==> config.mk <==
export PLATFORM = sky130hd
export DESIGN_NAME = texture_mip_chain_size
export DESIGN_NICKNAME = d
export VERILOG_FILES = /design/src/hw/rtl/tmcs_pkg.sv /design/src/hw/rtl/texture_mip_chain_size.sv /design/src/hw/rtl/tmcs_mul.sv
export SDC_FILE = /design/constraint.sdc
export NUM_CORES = 2
export LEC_CHECK = 0
export BUFFER_PORTS_ARGS = -buffer_cell sky130_fd_sc_hd__buf_4
export CAP_MARGIN = 20
export CORE_ASPECT_RATIO = 1.75
export CORE_MARGIN = 2
export CORE_UTILIZATION = 30
export DETAILED_ROUTE_END_ITERATION = 8
export GPL_TIMING_DRIVEN = 0
export SYNTH_ARGS = -nofsm -noshare
export SYNTH_HDL_FRONTEND = slang
export SYNTH_SLANG_ARGS = --single-unit
==> constraint.sdc <==
create_clock -name clk -period 11.95 [get_ports clk]
set_clock_uncertainty 0.2 [all_clocks]
set_input_delay 2.39 -clock clk [delete_from_list [all_inputs] [get_ports clk]]
set_output_delay 2.39 -clock clk [all_outputs]
set_load 0.05 [all_outputs]
==> src/hw/rtl/tmcs_pkg.sv <==
// Package for the texture mip chain size block.
// Holds format codes, operand widths and the format decode function.
// No dependencies.
package tmcs_pkg;

	localparam int MUL_W  = 24;
	localparam int PROD_W = 2 * MUL_W;
	localparam int ACC_W  = 48;
	localparam int ROW_W  = 20;

	localparam logic [31:0] FMT_DXT1 = 32'd827611204;
	localparam logic [31:0] FMT_DXT2 = 32'd844388420;
	localparam logic [31:0] FMT_DXT3 = 32'd861165636;
	localparam logic [31:0] FMT_DXT4 = 32'd877942852;
	localparam logic [31:0] FMT_DXT5 = 32'd894720068;

	typedef enum logic [2:0] {
		BPP_1 = 3'd0,
		BPP_2 = 3'd1,
		BPP_3 = 3'd2,
		BPP_4 = 3'd3,
		BPP_8 = 3'd4
	} bpp_t;

	typedef struct packed {
		logic is_block;
		logic block_big;
		bpp_t bpp;
	} fmt_info_t;

	function automatic fmt_info_t fmt_decode(input logic [31:0] fmt);
		fmt_info_t info;
		info.is_block  = 1'b0;
		info.block_big = 1'b0;
		info.bpp       = BPP_4;
		if (fmt == FMT_DXT1) begin
			info.is_block = 1'b1;
		end else if (fmt == FMT_DXT2 || fmt == FMT_DXT3 || fmt == FMT_DXT4
				|| fmt == FMT_DXT5) begin
			info.is_block  = 1'b1;
			info.block_big = 1'b1;
		end else begin
			case (fmt)
				32'd20: info.bpp = BPP_3;
				32'd23, 32'd24, 32'd25, 32'd26, 32'd27, 32'd30, 32'd40,
				32'd51, 32'd60, 32'd61, 32'd64: info.bpp = BPP_2;
				32'd28, 32'd41, 32'd50, 32'd52: info.bpp = BPP_1;
				32'd36: info.bpp = BPP_8;
				default: info.bpp = BPP_4;
			endcase
		end
		return info;
	endfunction

endpackage

==> src/hw/rtl/texture_mip_chain_size.sv <==
// Top level of the texture mip chain size block.
// Holds the level sequencer and accumulator. Depends on tmcs_pkg and tmcs_mul.
//
// Computes the byte size of a tightly packed mip chain from a format code and
// the top level width, height, depth and level count. One shared multiplier
// forms rows times depth and then row bytes times that for each level, for
// the level count after clamping to 1..MAX_LEVELS. The input is stalled while
// an item is in work. A finished result waits in an output register until it
// is taken; an item that finishes while that register is still full holds in
// its final step until it frees.
module texture_mip_chain_size import tmcs_pkg::*; #(
	parameter int MAX_LEVELS = 16
) (
	input  logic               clk,
	input  logic               arst_n,
	input  logic               in_valid,
	output logic               in_stall,
	input  logic signed [31:0] format_code,
	input  logic [15:0]        width,
	input  logic [15:0]        height,
	input  logic [7:0]         depth,
	input  logic [4:0]         level_count,
	output logic               out_valid,
	input  logic               out_stall,
	output logic [31:0]        total_bytes,
	output logic               size_overflow
);

	localparam int LVL_W = $clog2(MAX_LEVELS + 1);

	typedef enum logic [1:0] {
		S_IDLE,
		S_RD,
		S_TOT,
		S_FIN
	} state_t;

	state_t             state_q;
	fmt_info_t          fmt_q;
	logic [15:0]        w_q;
	logic [15:0]        h_q;
	logic [7:0]         d_q;
	logic [LVL_W-1:0]   lvl_q;
	logic               pend_q;
	logic [ACC_W-1:0]   acc_q;
	logic               out_valid_q;
	logic [31:0]        total_q;
	logic               ovf_q;

	logic [MUL_W-1:0]   op_a;
	logic [MUL_W-1:0]   op_b;
	logic [PROD_W-1:0]  prod_q;
	logic [16:0]        w_plus;
	logic [16:0]        h_plus;
	logic [14:0]        bw;
	logic [14:0]        bh;
	logic [ROW_W-1:0]   row_bytes;
	logic [15:0]        rows;
	logic [4:0]         lc_clamp;
	logic               in_xfer;
	logic               fin_go;
	logic [ACC_W-1:0]   acc_sum;

	assign in_xfer = in_valid && !in_stall;
	assign in_stall = (state_q != S_IDLE);
	assign out_valid = out_valid_q;
	assign total_bytes = total_q;
	assign size_overflow = ovf_q;
	assign fin_go = (state_q == S_FIN) && (!out_valid_q || !out_stall);

	assign w_plus = {1'b0, w_q} + 17'd3;
	assign h_plus = {1'b0, h_q} + 17'd3;

	always_comb begin
		bw = (w_plus[16:2] == '0) ? 15'd1 : w_plus[16:2];
		bh = (h_plus[16:2] == '0) ? 15'd1 : h_plus[16:2];
		if (fmt_q.is_block) begin
			rows = {1'b0, bh};
			if (fmt_q.block_big) begin
				row_bytes = ROW_W'({bw, 4'b0});
			end else begin
				row_bytes = ROW_W'({bw, 3'b0});
			end
		end else begin
			rows = h_q;
			case (fmt_q.bpp)
				BPP_1: row_bytes = ROW_W'(w_q);
				BPP_2: row_bytes = ROW_W'({w_q, 1'b0});
				BPP_3: row_bytes = ROW_W'({w_q, 1'b0}) + ROW_W'(w_q);
				BPP_4: row_bytes = ROW_W'({w_q, 2'b0});
				BPP_8: row_bytes = ROW_W'({w_q, 3'b0});
				default: row_bytes = ROW_W'({w_q, 2'b0});
			endcase
		end
	end

	always_comb begin
		if (state_q == S_TOT) begin
			op_a = MUL_W'(row_bytes);
			op_b = prod_q[MUL_W-1:0];
		end else begin
			op_a = MUL_W'(rows);
			op_b = MUL_W'(d_q);
		end
	end

	assign acc_sum = acc_q + (pend_q ? ACC_W'(prod_q) : ACC_W'(0));

	always_comb begin
		if (level_count == 5'd0) begin
			lc_clamp = 5'd1;
		end else if (level_count > 5'(MAX_LEVELS)) begin
			lc_clamp = 5'(MAX_LEVELS);
		end else begin
			lc_clamp = level_count;
		end
	end

	tmcs_mul u_mul (
		.clk    (clk),
		.op_a   (op_a),
		.op_b   (op_b),
		.prod_q (prod_q)
	);

	always_ff @(posedge clk or negedge arst_n) begin
		if (!arst_n) begin
			state_q     <= S_IDLE;
			lvl_q       <= '0;
			pend_q      <= 1'b0;
			out_valid_q <= 1'b0;
		end else begin
			if (fin_go) begin
				out_valid_q <= 1'b1;
			end else if (out_valid_q && !out_stall) begin
				out_valid_q <= 1'b0;
			end
			case (state_q)
				S_IDLE: begin
					if (in_xfer) begin
						fmt_q   <= fmt_decode($unsigned(format_code));
						w_q     <= width;
						h_q     <= height;
						d_q     <= (depth == 8'd0) ? 8'd1 : depth;
						lvl_q   <= LVL_W'(lc_clamp);
						pend_q  <= 1'b0;
						acc_q   <= '0;
						state_q <= S_RD;
					end
				end
				S_RD: begin
					if (pend_q) begin
						acc_q <= acc_sum;
					end
					state_q <= S_TOT;
				end
				S_TOT: begin
					w_q    <= (w_q > 16'd1) ? (w_q >> 1) : 16'd1;
					h_q    <= (h_q > 16'd1) ? (h_q >> 1) : 16'd1;
					d_q    <= (d_q > 8'd1) ? (d_q >> 1) : 8'd1;
					lvl_q  <= lvl_q - LVL_W'(1);
					pend_q <= 1'b1;
					if (lvl_q == LVL_W'(1)) begin
						state_q <= S_FIN;
					end else begin
						state_q <= S_RD;
					end
				end
				S_FIN: begin
					acc_q  <= acc_sum;
					pend_q <= 1'b0;
					if (fin_go) begin
						total_q <= acc_sum[31:0];
						ovf_q   <= |acc_sum[ACC_W-1:32];
						state_q <= S_IDLE;
					end
				end
				default: state_q <= S_IDLE;
			endcase
		end
	end

	a_acc_clear: assert property (@(posedge clk) disable iff (!arst_n)
		in_xfer |=> (acc_q == '0 && state_q == S_RD))
		else $error("accumulator not cleared on input transfer");

	a_lvl_live: assert property (@(posedge clk) disable iff (!arst_n)
		(state_q == S_RD || state_q == S_TOT) |-> (lvl_q != '0))
		else $error("level counter empty while a level is in work");

	a_out_src: assert property (@(posedge clk) disable iff (!arst_n)
		$rose(out_valid_q) |-> ($past(state_q) == S_FIN))
		else $error("result raised outside the final step");

	a_fin_pend: assert property (@(posedge clk) disable iff (!arst_n)
		(state_q == S_TOT) |=> pend_q)
		else $error("no product pending after a level step");

endmodule

==> src/hw/rtl/tmcs_mul.sv <==
// Shared multiplier of the texture mip chain size block.
// One unsigned product per cycle, registered. Depends on tmcs_pkg.
module tmcs_mul import tmcs_pkg::*; (
	input  logic              clk,
	input  logic [MUL_W-1:0]  op_a,
	input  logic [MUL_W-1:0]  op_b,
	output logic [PROD_W-1:0] prod_q
);

	always_ff @(posedge clk) begin
		prod_q <= op_a * op_b;
	end

endmodule
==> metrics.csv <==
metric,value,unit
status,"complete, no violations",
synth_area_leaders,"fa_1 27%, edfxtp_1 14%, ha_1 11%",
maxCapViolations,0,
cpPeakStageDelay,0.74,ns
min_path_type,register to register,
path_class,register to register,
rsz0062_at_grt,no,
io_pins,116,
synth_top_family_by_area,adder cells,
p_sw_frac,0.5150,
postCtsSetupRepairBufs,0,
clock-sinks,179,
track_usage,0.2188,
areaGrowthSynthToFinish,11.22,%
antenna_found_initial,4,
vias_per_cell,5.187,
instances_no_fill,4474,
crit_arrival,11.67,ns
multi_input_area,20160,um^2
switchingPower,2.986,mW
synthXorXnorAreaFrac,0.03547,
reg2regPathDepth,30,
die_w,232.5,um
slew_viol_final,0,
nets,3975,
relSlewSlack,0.2647,
grt_pass1_vias,24610,
peakVddDrop,208.4,uV
drive_gt1_frac,0.07669,
first_iter_violations,1490,
cpMaxStageDelayCell,clkbuf_1,
rows,146,
wire_per_inst,22.63,um
leakagePower,14.24,nW
ant_nets,0,
cts_buffers,17,
synth_top_cell_by_area,fa_1,
cp_max_fo,10,
floorplan.die_area,93880,um^2
startpoint,state_q[1]$_DFFE_PN0P_,
synth.distinct_cells,97,
drcViolationCount,0,
postSynth.asyncResetShare,0.05028,
muxShareOfSynthArea,0.003652,
fmax,87.29,MHz
grt_pass1_wl,150000,um
worst_slew_pin_slew,1.101,ns
synth-edff-count,126,
setup_violations,0,
start_util,0.3025,
fin_total_pwr,5.798,mW
cts_tree,done,
h-tree-depth,4,
gp_congestion,0.9810,
placed_cells,4434,
synth_seq_cells,179,
hold_buffers,0,
synth_compound_area_frac,0.1272,
synthesis.nets,3830,
hold_viol,0,
clockPowerShare,0.099,
clk_pin_slew,0.08,ns
grt_overflow,0,
synth_warnings,0,
synthAdderAreaFrac,0.3857,
yosysSeqAreaShare,0.1784,
ys.flop_type,edfxtp_1,
final.setup.tns,0,ns
p_per_area,190.2,nW/um^2
r2r-start,state_q[1]$_DFFE_PN0P_,
drtPass1Iterations,8,
grt_max_degree,33,
via_count,23210,
fin_area,30480,um^2
whs,0.3298,ns
port_buffers,113,
syn_area_per_cell,8.761,um^2
place_area,29870,um^2
dp_hpwl,84830,um
p_int,2.812,mW
combPwrFrac,0.713,
cp_data_required_time,12.16,ns
synth_top_cell_area_share,0.2725,
fin_crit_sh,0.9587,
synth-simple-area-share,0.1823,
end_kind,register,
synthTopCellsByCount,"476 x inv_1, 380 x nand2_1, 373 x fa_1, 315 x nor2_1, 248 x ha_1",
power_frac_seq,0.187,
start_kind,register,
nFillCells,9600,
synth.most_common_cell,inv_1,
rrSetupSlack,0.49,ns
r2r_end,u_mul.prod_q[42]$_DFF_P_,
wirelength,101300,um
crit_top_cell,fa_1,
clock_latency,0.52,ns
clk_path_buf_depth,2,
cts_root_buffer,clkbuf_16,
crit_path_end,u_mul.prod_q[42]$_DFF_P_,
synth_area,27410,um^2
die_y,403.8,um
core,90610,um^2
postCtsResizedCells,0,
synthCells,3128,
min_period,11.46,ns
regArea,4890,um^2
## worst min-delay path by stage
stage | start | slack, ns | cells past startpoint | to
2_1_floorplan | lvl_q[2]$_DFFE_PN0P_ | 0.27 | 1 | lvl_q[2]$_DFFE_PN0P_
3_3_place_gp | lvl_q[2]$_DFFE_PN0P_ | 0.32 | 1 | lvl_q[2]$_DFFE_PN0P_
3_5_place_dp | lvl_q[2]$_DFFE_PN0P_ | 0.31 | 1 | lvl_q[2]$_DFFE_PN0P_
4_1_cts | lvl_q[2]$_DFFE_PN0P_ | 0.33 | 1 | lvl_q[2]$_DFFE_PN0P_
5_1_grt | lvl_q[2]$_DFFE_PN0P_ | 0.36 | 1 | lvl_q[2]$_DFFE_PN0P_
6_report | lvl_q[2]$_DFFE_PN0P_ | 0.33 | 1 | lvl_q[2]$_DFFE_PN0P_
## cells by family (layout without fill, tap and decap cells)
group / count (synthesis) / count (layout)
buf+inv: 613 / 771
mux: 10 / 10
simple gates: 1081 / 1081
compound gates: 513 / 513
other cells: 0 / 4
fa+ha+maj: 621 / 621
flops: 179 / 179
xor+xnor: 111 / 111
## per-stage QoR
stage,setup slack (ns),utilization
after detailed placement,0.6216,0.3296
final,0.4937,0.3364
after global placement,0.5020,0.3282
after global routing,0.2225,0.3363
after CTS,0.6427,0.3359
after floorplan,3.250,-
## metal layers
layer	wire (um)	GRT usage
met1	33680	0.2100
met2	52600	0.3997
met3	5205	0.03833
met4	9760	0.1858
met5	13	0
## layout make-up
cell class / count / share of cell area
Sequential cell: 179 / 0.1604
Tap cell: 1184 / 0.04860
Clock buffer: 17 / 0.01396
Timing Repair Buffer: 126 / 0.03218
Buffer: 134 / 0.01946
Clock inverter: 15 / 0.004639
Inverter: 479 / 0.05899
Multi-Input combinational cell: 2336 / 0.6614
Antenna cell: 4 / 0.0003284
## power groups by stage
| stage | Combinational, mW | Clock, mW | Sequential, mW |
|---|---|---|---|
| 6_report | 4.14 | 0.576 | 1.09 |
| 5_1_grt | 4.57 | 0.613 | 1.08 |
| 4_1_cts | 4.09 | 0.595 | 1.08 |
| 3_5_place_dp | 4.07 | 0 | 1.09 |
| 3_3_place_gp | 4.00 | 0 | 1.10 |
| 2_1_floorplan | 2.94 | 0 | 0.966 |
## cell usage in the layout, fill, tap and decap left out, types with 17 or more instances in the layout
| master | count |
|---|---|
| nor3_1 | 45 |
| fa_1 | 373 |
| ha_1 | 248 |
| nand2b_1 | 35 |
| nor2b_1 | 21 |
| a21oi_1 | 148 |
| nand3_1 | 43 |
| edfxtp_1 | 126 |
| a21o_1 | 55 |
| inv_1 | 476 |
| and3_1 | 21 |
| xor2_1 | 31 |
| dfxtp_1 | 44 |
| nor2_1 | 314 |
| clkbuf_16 | 17 |
| nand2_1 | 380 |
| and2_1 | 130 |
| o211ai_1 | 21 |
| buf_4 | 129 |
| buf_2 | 17 |
| xnor2_1 | 80 |
| a31oi_1 | 21 |
| nand4_1 | 24 |
| clkbuf_1 | 89 |
| o21ai_0 | 80 |
## critical path, delay by kind of cell, from the launching register on
kind / cells / cell delay, ns
compound gates: 8 / 2.19
xor+xnor: 1 / 0.18
fa+ha+maj: 8 / 3.93
buf+inv: 9 / 2.72
flops: 1 / 0.34
simple gates: 4 / 1.76
## sequential cells by signal (all words and copies together) (netlist names)
register,flops
acc_q,48
u_mul.prod_q,44
total_bytes,32
h_q,16
w_q,16
d_q,8
fmt_q,5
lvl_q,5
state_q,2
out_valid,1
pend_q,1
size_overflow,1
No activity file was read; power rests on OpenSTA's default activity.
